**src/m2vchp_pkg.sv**
```systemverilog
// Package for the MPEG-2 video chunk header parser.
// Holds the input and result word types, start code constants and the result formatter.
// Depends on nothing; every module of the block imports it.
package m2vchp_pkg;

  typedef struct packed {
    logic [7:0] data_byte;
    logic       end_of_stream;
  } in_t;

  typedef struct packed {
    logic [1:0]  chunk_kind;
    logic [23:0] chunk_length;
    logic [11:0] horizontal_size;
    logic [11:0] vertical_size;
    logic [3:0]  aspect_code;
    logic [3:0]  rate_code;
    logic        progressive_seq;
    logic [23:0] gop_time;
    logic [9:0]  temporal_ref;
    logic [2:0]  coding_type;
    logic [1:0]  picture_struct;
    logic [2:0]  picture_flags;
  } out_t;

  typedef enum logic [1:0] {
    KIND_SEQ = 2'd0,
    KIND_GOP = 2'd1,
    KIND_PIC = 2'd2
  } kind_t;

  // Offset within an extension of the next byte; idle when no extension is open.
  typedef enum logic [3:0] {
    EXT_IDLE = 4'd0,
    EXT_ID   = 4'd4,
    EXT_B5   = 4'd5,
    EXT_B6   = 4'd6,
    EXT_B7   = 4'd7,
    EXT_B8   = 4'd8
  } ext_pos_t;

  localparam logic [23:0] START_PREFIX = 24'h000001;
  localparam logic [23:0] RECENT_RESET = 24'hFFFFFF;
  localparam logic [7:0]  SC_SEQ       = 8'hB3;
  localparam logic [7:0]  SC_GOP       = 8'hB8;
  localparam logic [7:0]  SC_PIC       = 8'h00;
  localparam logic [7:0]  SC_EXT       = 8'hB5;
  localparam logic [3:0]  EXT_ID_SEQ   = 4'h1;
  localparam logic [3:0]  EXT_ID_PIC   = 4'h8;
  // Picture extension fields: struct[4:3], tff[2], rff[1], progressive[0].
  localparam logic [4:0]  PIC_DEFAULTS = 5'h1D;
  localparam logic [23:0] LEN_OUT_MAX  = 24'hFFFFFF;
  localparam int unsigned OUTQ_DEPTH   = 3;

  // Builds one result word from kind, length, header bytes 4..7 and extension fields.
  function automatic out_t make_result(input logic [1:0] kind, input logic [23:0] len,
                                       input logic [31:0] hdr, input logic [4:0] pef);
    out_t r;
    r = '0;
    r.chunk_kind   = kind;
    r.chunk_length = len;
    unique case (kind)
      KIND_SEQ: begin
        r.horizontal_size = {hdr[31:24], hdr[23:20]};
        r.vertical_size   = {hdr[19:16], hdr[15:8]};
        r.aspect_code     = hdr[7:4];
        r.rate_code       = hdr[3:0];
        r.progressive_seq = pef[0];
      end
      KIND_GOP: begin
        r.gop_time = {hdr[30:26], hdr[25:20], hdr[18:13], hdr[12:7], hdr[6]};
      end
      KIND_PIC: begin
        r.temporal_ref   = {hdr[31:24], hdr[23:22]};
        r.coding_type    = hdr[21:19];
        r.picture_struct = pef[4:3];
        r.picture_flags  = pef[2:0];
      end
      default: begin
        r.chunk_kind = kind;
      end
    endcase
    return r;
  endfunction

endpackage

```
**src/mpeg2_video_chunk_header_parser_top.sv**
```systemverilog
// Top level of the MPEG-2 video chunk header parser.
// Instantiates m2vchp_parse and m2vchp_outq; depends on m2vchp_pkg.
//
//   Channel  Ports                          Word                  Direction
//   -------  -----------------------------  --------------------  ---------
//   input    in_valid, in_ready, in_data    in_t  (one byte)      in
//   result   out_valid, out_ready, out_data out_t (one chunk)     out
//
// One byte is taken per clock while in_ready is high. A byte is held in the input
// register and parsed from there; a result word it causes is written into the
// result queue and offered from there on the result channel.
// Reset (rst_n, synchronous, active low) empties the pipeline and puts the parser
// in its search state: bytes are dropped until a sequence, GOP or picture code.
// Results wait in a three-word queue. in_ready drops only when the queue and the
// byte in flight could fill it, which needs two results left untaken; since every
// chunk spans at least four bytes, a stalled result channel does not stop the
// byte stream until results pile up.
module mpeg2_video_chunk_header_parser_top import m2vchp_pkg::*; #(
  parameter int LENGTH_BITS = 24
) (
  input  logic clk,
  input  logic rst_n,
  input  logic in_valid,
  output logic in_ready,
  input  in_t  in_data,
  output logic out_valid,
  input  logic out_ready,
  output out_t out_data
);

  // Input register: holds the byte accepted at the last edge for parsing.
  logic       in_valid_r;
  in_t        in_word_r;

  logic       res_valid;
  out_t       res_word;
  logic [1:0] fill;

  // Space must remain for the byte in flight and the byte about to be taken.
  assign in_ready = ({1'b0, fill} + {2'b00, in_valid_r}) <= 3'(OUTQ_DEPTH - 1);

  always_ff @(posedge clk) begin
    if (!rst_n) begin
      in_valid_r <= 1'b0;
    end else begin
      in_valid_r <= in_valid && in_ready;
    end
  end

  always_ff @(posedge clk) begin
    if (in_valid && in_ready) begin
      in_word_r <= in_data;
    end
  end

  // The parser never stalls: the queue always has room for its result.
  m2vchp_parse #(
    .LENGTH_BITS (LENGTH_BITS)
  ) u_parse (
    .clk       (clk),
    .rst_n     (rst_n),
    .in_valid  (in_valid_r),
    .in_word   (in_word_r),
    .res_valid (res_valid),
    .res_word  (res_word)
  );

  m2vchp_outq u_outq (
    .clk       (clk),
    .rst_n     (rst_n),
    .push      (res_valid),
    .push_word (res_word),
    .fill      (fill),
    .out_valid (out_valid),
    .out_ready (out_ready),
    .out_data  (out_data)
  );

endmodule

```
**src/m2vchp_parse.sv**
```systemverilog
// Chunking and header parsing state for the MPEG-2 video chunk header parser.
// Processes one registered input word per valid cycle, offering at most one result.
// Depends on m2vchp_pkg.
module m2vchp_parse import m2vchp_pkg::*; #(
  parameter int LENGTH_BITS = 24
) (
  input  logic clk,
  input  logic rst_n,
  input  logic in_valid,
  input  in_t  in_word,
  output logic res_valid,
  output out_t res_word
);

  localparam int LW = (LENGTH_BITS > 24) ? LENGTH_BITS : 24;
  localparam logic [LENGTH_BITS-1:0] OFF_MAX = {LENGTH_BITS{1'b1}};

  logic [23:0]            recent_r, recent_nxt;
  logic                   in_chunk_r, in_chunk_nxt, in_chunk_upd;
  kind_t                  kind_r, kind_nxt, kind_upd;
  logic [LENGTH_BITS-1:0] off_r, off_nxt, off_upd;
  logic [31:0]            hdr_r, hdr_nxt, hdr_upd;
  ext_pos_t               ext_pos_r, ext_pos_nxt, ext_pos_upd, ext_pos_step;
  logic                   ext_seen_r, ext_seen_nxt, ext_seen_upd, ext_seen_step;
  logic [4:0]             pef_r, pef_nxt, pef_upd, pef_step;

  logic [7:0]             b;
  logic                   eos;
  logic                   wanted;
  logic                   start;
  logic                   emit_code;
  logic                   flush;
  logic                   ext_open;
  kind_t                  new_kind;
  logic [LENGTH_BITS-1:0] len_raw;
  logic [LW-1:0]          len_ext;
  logic [23:0]            len_out;

  assign b      = in_word.data_byte;
  assign eos    = in_word.end_of_stream;
  assign wanted = (recent_r == START_PREFIX) && ((b == SC_SEQ) || (b == SC_GOP) ||
                                                 (b == SC_PIC));
  // A code that overlaps the first four bytes of the open chunk counts as data.
  assign start     = wanted && (!in_chunk_r || (off_r >= LENGTH_BITS'(7)));
  assign emit_code = start && in_chunk_r;

  always_comb begin
    priority if (b == SC_SEQ) begin
      new_kind = KIND_SEQ;
    end else if (b == SC_GOP) begin
      new_kind = KIND_GOP;
    end else begin
      new_kind = KIND_PIC;
    end
  end

  // An extension is searched for only after the fixed header of the chunk.
  always_comb begin
    if (kind_r == KIND_SEQ) begin
      ext_open = off_r >= LENGTH_BITS'(10);
    end else begin
      ext_open = off_r >= LENGTH_BITS'(8);
    end
  end

  // Extension tracker: position within the extension and whether one was taken.
  always_comb begin
    ext_seen_step = ext_seen_r;
    unique case (ext_pos_r)
      EXT_ID: begin
        if (((kind_r == KIND_SEQ) && (b[7:4] == EXT_ID_SEQ)) ||
            ((kind_r == KIND_PIC) && (b[7:4] == EXT_ID_PIC))) begin
          ext_seen_step = 1'b1;
          ext_pos_step  = EXT_B5;
        end else begin
          ext_pos_step = EXT_IDLE;
        end
      end
      EXT_B5: begin
        ext_pos_step = (kind_r == KIND_SEQ) ? EXT_IDLE : EXT_B6;
      end
      EXT_B6: begin
        ext_pos_step = EXT_B7;
      end
      EXT_B7: begin
        ext_pos_step = EXT_B8;
      end
      EXT_B8: begin
        ext_pos_step = EXT_IDLE;
      end
      default: begin
        if (!ext_seen_r && (kind_r != KIND_GOP) && (recent_r == START_PREFIX) &&
            (b == SC_EXT) && ext_open) begin
          ext_pos_step = EXT_ID;
        end else begin
          ext_pos_step = EXT_IDLE;
        end
      end
    endcase
  end

  // Extension fields captured from the bytes after the extension identifier.
  always_comb begin
    pef_step = pef_r;
    unique case (ext_pos_r)
      EXT_B5: begin
        if (kind_r == KIND_SEQ) begin
          pef_step = {4'b0000, b[3]};
        end
      end
      EXT_B6: begin
        pef_step[4:3] = b[1:0];
      end
      EXT_B7: begin
        pef_step[2] = b[7];
        pef_step[1] = b[1];
      end
      EXT_B8: begin
        pef_step[0] = b[7];
      end
      default: begin
        pef_step = pef_r;
      end
    endcase
  end

  // Step of the chunker for the current byte, before the end-of-stream reset.
  always_comb begin
    in_chunk_upd = in_chunk_r;
    kind_upd     = kind_r;
    off_upd      = off_r;
    hdr_upd      = hdr_r;
    ext_pos_upd  = ext_pos_r;
    ext_seen_upd = ext_seen_r;
    pef_upd      = pef_r;
    if (start) begin
      in_chunk_upd = !eos;
      kind_upd     = new_kind;
      off_upd      = LENGTH_BITS'(4);
      hdr_upd      = '0;
      ext_pos_upd  = EXT_IDLE;
      ext_seen_upd = 1'b0;
      pef_upd      = (new_kind == KIND_PIC) ? PIC_DEFAULTS : 5'd0;
    end else if (in_chunk_r) begin
      if ((off_r >= LENGTH_BITS'(4)) && (off_r <= LENGTH_BITS'(7))) begin
        unique case (off_r[1:0])
          2'd0: hdr_upd[31:24] = b;
          2'd1: hdr_upd[23:16] = b;
          2'd2: hdr_upd[15:8]  = b;
          2'd3: hdr_upd[7:0]   = b;
          default: hdr_upd = hdr_r;
        endcase
      end
      ext_pos_upd  = ext_pos_step;
      ext_seen_upd = ext_seen_step;
      pef_upd      = pef_step;
      if (off_r != OFF_MAX) begin
        off_upd = off_r + LENGTH_BITS'(1);
      end
    end
  end

  always_comb begin
    recent_nxt   = {recent_r[15:0], b};
    in_chunk_nxt = in_chunk_upd;
    kind_nxt     = kind_upd;
    off_nxt      = off_upd;
    hdr_nxt      = hdr_upd;
    ext_pos_nxt  = ext_pos_upd;
    ext_seen_nxt = ext_seen_upd;
    pef_nxt      = pef_upd;
    if (eos) begin
      recent_nxt   = RECENT_RESET;
      in_chunk_nxt = 1'b0;
      kind_nxt     = KIND_SEQ;
      off_nxt      = '0;
      hdr_nxt      = '0;
      ext_pos_nxt  = EXT_IDLE;
      ext_seen_nxt = 1'b0;
      pef_nxt      = PIC_DEFAULTS;
    end
  end

  // A new start code closes the chunk with the state as it stood; the final byte
  // closes it with the state that includes that byte.
  assign flush = eos && in_chunk_upd && !emit_code;

  always_comb begin
    if (emit_code) begin
      len_raw = (off_r == OFF_MAX) ? off_r : (off_r - LENGTH_BITS'(3));
    end else begin
      len_raw = off_upd;
    end
    len_ext = LW'(len_raw);
    len_out = (len_ext > LW'(LEN_OUT_MAX)) ? LEN_OUT_MAX : len_ext[23:0];
  end

  assign res_valid = in_valid && (emit_code || flush);
  assign res_word  = emit_code ? make_result(kind_r, len_out, hdr_r, pef_r)
                               : make_result(kind_upd, len_out, hdr_upd, pef_upd);

  always_ff @(posedge clk) begin
    if (!rst_n) begin
      recent_r   <= RECENT_RESET;
      in_chunk_r <= 1'b0;
      kind_r     <= KIND_SEQ;
      off_r      <= '0;
      hdr_r      <= '0;
      ext_pos_r  <= EXT_IDLE;
      ext_seen_r <= 1'b0;
      pef_r      <= PIC_DEFAULTS;
    end else if (in_valid) begin
      recent_r   <= recent_nxt;
      in_chunk_r <= in_chunk_nxt;
      kind_r     <= kind_nxt;
      off_r      <= off_nxt;
      hdr_r      <= hdr_nxt;
      ext_pos_r  <= ext_pos_nxt;
      ext_seen_r <= ext_seen_nxt;
      pef_r      <= pef_nxt;
    end
  end

  a_no_result_outside_chunk: assert property (@(posedge clk) disable iff (!rst_n)
    (in_valid && !in_chunk_r) |-> !res_valid)
    else $error("result produced while no chunk was open");

  a_eos_returns_to_reset: assert property (@(posedge clk) disable iff (!rst_n)
    (in_valid && in_word.end_of_stream) |=>
      (!in_chunk_r && (recent_r == RECENT_RESET) && (ext_pos_r == EXT_IDLE)))
    else $error("state not cleared after final byte");

  a_ext_only_in_chunk: assert property (@(posedge clk) disable iff (!rst_n)
    (ext_pos_r != EXT_IDLE) |-> (in_chunk_r && (kind_r != KIND_GOP) && ext_seen_r ||
                                 in_chunk_r && (kind_r != KIND_GOP) && ext_pos_r == EXT_ID))
    else $error("extension tracker active outside a sequence or picture chunk");

endmodule

```
**src/m2vchp_outq.sv**
```systemverilog
// Result queue of the MPEG-2 video chunk header parser: three registered result words.
// Decouples the parser from stalls on the result channel. Depends on m2vchp_pkg.
module m2vchp_outq import m2vchp_pkg::*; (
  input  logic       clk,
  input  logic       rst_n,
  input  logic       push,
  input  out_t       push_word,
  output logic [1:0] fill,
  output logic       out_valid,
  input  logic       out_ready,
  output out_t       out_data
);

  out_t       mem [OUTQ_DEPTH];
  logic [1:0] wr_ptr_r, wr_ptr_nxt;
  logic [1:0] rd_ptr_r, rd_ptr_nxt;
  logic [1:0] cnt_r, cnt_nxt;
  logic       pop;

  assign pop       = out_valid && out_ready;
  assign out_valid = cnt_r != 2'd0;
  assign out_data  = mem[rd_ptr_r];
  assign fill      = cnt_r;

  always_comb begin
    wr_ptr_nxt = wr_ptr_r;
    rd_ptr_nxt = rd_ptr_r;
    if (push) begin
      wr_ptr_nxt = (wr_ptr_r == 2'(OUTQ_DEPTH - 1)) ? 2'd0 : wr_ptr_r + 2'd1;
    end
    if (pop) begin
      rd_ptr_nxt = (rd_ptr_r == 2'(OUTQ_DEPTH - 1)) ? 2'd0 : rd_ptr_r + 2'd1;
    end
    cnt_nxt = cnt_r + {1'b0, push} - {1'b0, pop};
  end

  always_ff @(posedge clk) begin
    if (!rst_n) begin
      wr_ptr_r <= 2'd0;
      rd_ptr_r <= 2'd0;
      cnt_r    <= 2'd0;
    end else begin
      wr_ptr_r <= wr_ptr_nxt;
      rd_ptr_r <= rd_ptr_nxt;
      cnt_r    <= cnt_nxt;
    end
  end

  always_ff @(posedge clk) begin
    if (push) begin
      mem[wr_ptr_r] <= push_word;
    end
  end

  a_no_overflow: assert property (@(posedge clk) disable iff (!rst_n)
    (cnt_r == 2'(OUTQ_DEPTH)) |-> (!push || pop))
    else $error("result queue overflow");

  a_fill_tracks_traffic: assert property (@(posedge clk) disable iff (!rst_n)
    (push && !pop) |=> (cnt_r == $past(cnt_r) + 2'd1))
    else $error("result queue fill count lost a push");

endmodule

```
**config.mk**
```make
export PLATFORM = sky130hd
export DESIGN_NAME = mpeg2_video_chunk_header_parser_top
export DESIGN_NICKNAME = d
export VERILOG_FILES = /design/src/m2vchp_pkg.sv /design/src/mpeg2_video_chunk_header_parser_top.sv /design/src/m2vchp_parse.sv /design/src/m2vchp_outq.sv
export SDC_FILE = /design/constraint.sdc
export NUM_CORES = 1
export LEC_CHECK = 0
export BUFFER_PORTS_ARGS = -buffer_cell sky130_fd_sc_hd__buf_2
export CAP_MARGIN = 20
export CORE_ASPECT_RATIO = 0.75
export CORE_MARGIN = 4
export CORE_UTILIZATION = 50
export DETAILED_ROUTE_END_ITERATION = 7
export PLACE_DENSITY = 0.68
export SYNTH_ARGS = -nofsm -noshare
export SYNTH_HDL_FRONTEND = slang
export SYNTH_SLANG_ARGS = --single-unit
```
**constraint.sdc**
```tcl
create_clock -name clk -period 14.15 [get_ports clk]
set_clock_uncertainty 0.1 [all_clocks]
set_input_delay 1.415 -clock clk [delete_from_list [all_inputs] [get_ports clk]]
set_output_delay 1.415 -clock clk [all_outputs]
set_load 0.005 [all_outputs]
```
==> results.yml <==
clock_network:
  cts-resized-gates: 0
  clock_latency_ns: 0.54
  clock-sinks: 414
  cts_tree: "done"
  clockBufferDepth: 3
  cts_setup_buffers: 0
  cts.clk_slew.worst_paths_ns: 0.06
  cts_hold_buf: 0
  htreeDepth: 2
  numCtsBuffers: 41
  clockRootBuffer: "clkbuf_16"
cells_and_area:
  diodes: 0
  multi_input_area_mm2: 0.006509
  syn_to_final_growth_pct: 12.33
  fin_nets: 1679
  drive_gt1_frac: 0.1421
  fill_cells: 2967
  final_cells: 2185
  regArea_mm2: 0.01142
timing:
  clock.fmax_ghz: 0.1988
  whs_ns: 0.3716
  finalSetupTns_ns: 0
  slew_viol_final: 0
  relSlewSlack: 0.2127
  min_period_ns: 5.031
  timing.final.crit_share: 0.3556
  setup_viol: 0
  tightest_slew_ns: 1.170
  rsz0062_at_grt: "no"
  finalHoldViolCount: 0
synth:
  async_reset_ff_frac: 0
  synth_top_area_frac: 0.5080
  syn_area_per_cell_um2: 11.55
  ys_ff_latch: 414
  synth_cell_types: 73
  ys_warn_count: 0
  yosysTopAreaCell: "edfxtp_1"
  yosys-top-cells-area: "edfxtp_1, dfxtp_1, mux2i_1, nand2_1, o21ai_0"
  synth_edf_count: 312
  synth_top_flop_cell: "edfxtp_1"
  post-synth-top-count-cell: "edfxtp_1"
  synthTopCellsByCount: "edfxtp_1, nand2_1, o21ai_0"
  synthesis.nets: 1618
  syn_inst: 1596
  synth_area_mm2: 0.01844
  seq_area_frac_synth: 0.6188
outcome:
  outcome: "finished clean"
floorplan:
  die_h_um: 174.3
  die_x_um: 229.8
  coreArea_mm2: 0.03611
  io_pins: 116
  initial_core_util: 0.5107
  row_count: 60
  die_area_mm2: 0.04005
setup_path:
  critPathLaunchType: "flop"
  critical_path_class: "reg2out"
  cp-end-kind: "primary output"
  worstPathArrival_ns: 3.52
  r2r_start: "in_word_r[8]$_DFFE_PP_"
  required_ns: 12.64
  crit_fanout: 41
place:
  dp.final_hpwl_mm: 32.56
  gp_congestion: 0.9392
  place_inst: 2110
  io_buffers: 115
route:
  wirelength_mm: 49.45
  drtIter0Drc: 1492
  post_drt_via_cell_ratio: 6.206
  vias: 13561
  drtAntennaViolNets: 0
  drc: 0
  wire_per_inst_um: 22.63
  firstDrtPassIters: 5
global_route:
  grt_max_degree: 99
  antenna_found_initial: 1
  grt_pass1_vias: 12546
  grt_pass1_wl_mm: 75.13
  overflow: 0
  grt_usage: 0.2384
pwr:
  totalPowerFinal_w: 0.002631
  power.density_mw_per_mm2: 127.0
  leakagePower_nw: 5.918
  ir_worst_vdd_v: 0.00006988
worst_hold_path:
  min_from: "u_parse.recent_r[19]$_SDFFE_PN1P_"
  hold_class: "reg2reg"
job:
  cap_violations: 0
[cells by family (layout without fill, tap and decap cells)]
logic type / Yosys count / after routing / synth area share
and+or+nand+nor: 512 / 512 / 0.1307
DFF: 414 / 414 / 0.6188
AOI/OAI and AO/OA: 380 / 380 / 0.1377
buffers and inverters: 138 / 231 / 0.02985
muxes: 131 / 131 / 0.07117
xor gates and xnor gates: 12 / 12 / 0.005700
adders and majority gates: 9 / 9 / 0.006106
[where the power goes]
group,switching [W],internal [W]
Clock,0.000448,0.000626
Sequential,0.0000378,0.00131
Combinational,0.000126,0.0000870
Total,0.000613,0.00202
[worst max-delay path: stages (launching register included)]
cell     delay, ns
dfxtp_4       0.68
buf_4         0.62
buf_4         0.77
mux2i_1       0.16
o21ai_0       0.48
buf_2         0.22
[registers in the layout, summed over array words and instances, names as in the netlist, 4 cells and up, named ones only]
register,count
u_parse.off_r,24
u_parse.ext_pos_r,4
u_parse.pef_r,5
u_parse.recent_r,24
u_outq.mem,303
in_word_r,9
u_parse.hdr_r,32
[stage by stage]
stage	instance area (um^2)	utilization	setup slack, ns
finish	20710	0.5737	9.119
global route	20710	0.5737	8.928
CTS	20710	0.5737	9.121
detailed placement	19380	0.5368	9.417
global placement	19380	0.5368	9.527
floorplan	18440	-	1.823
[cell usage in the layout (no fill, tap or decap), drive strengths merged, types with 4 or more instances in the layout]
cell    instances
nor2           49
and3           18
nand2b          4
and2            6
a32o           28
nand4b          5
o41ai           4
a21oi          46
clkbuf         62
or3             7
a211oi          8
nand3b          5
inv            16
o22ai          25
ha              9
clkinv          7
and4            5
nor3b           8
or2             5
xnor2           9
o21a            5
a22o           13
nand3          43
o31ai          10
mux2i         130
o21ai         146
or4             5
nor3           24
nor4           18
dfxtp         102
a31oi          14
o211ai          6
edfxtp        312
nand2         281
nand4          21
o32ai          50
buf           143
[area by class of cell]
cell class                 count  area share
multi-input combinational   1044      0.3142
timing repair buffer         143     0.03793
sequential                   414      0.5513
tap                          496     0.02996
clock buffer                  62     0.05817
clock inverter                13    0.006100
inverter                      13    0.002356
[layer usage]
| metal | track usage | vias up | share of wire | wire (um) |
|---|---|---|---|---|
| li1 | - | 6191 | - | - |
| met1 | 0.3708 | 6593 | 0.46 | 22650 |
| met2 | 0.3350 | 707 | 0.41 | 20440 |
| met3 | 0.06537 | 68 | 0.11 | 5609 |
| met4 | 0.04836 | 2 | 0.015 | 749 |
| met5 | 0 | - | 0.00014 | 7 |
[final timing paths]
kind	end	slack, ns	depth (start not counted)
min reg2reg	u_parse.recent_r[19]$_SDFFE_PN1P_	0.37	2
max	out_data[11]	9.12	5
max reg2reg	u_outq.mem[1][60]$_DFFE_PP_	9.47	8
min	u_parse.recent_r[19]$_SDFFE_PN1P_	0.37	2
Power figures use the tool's default switching activity.
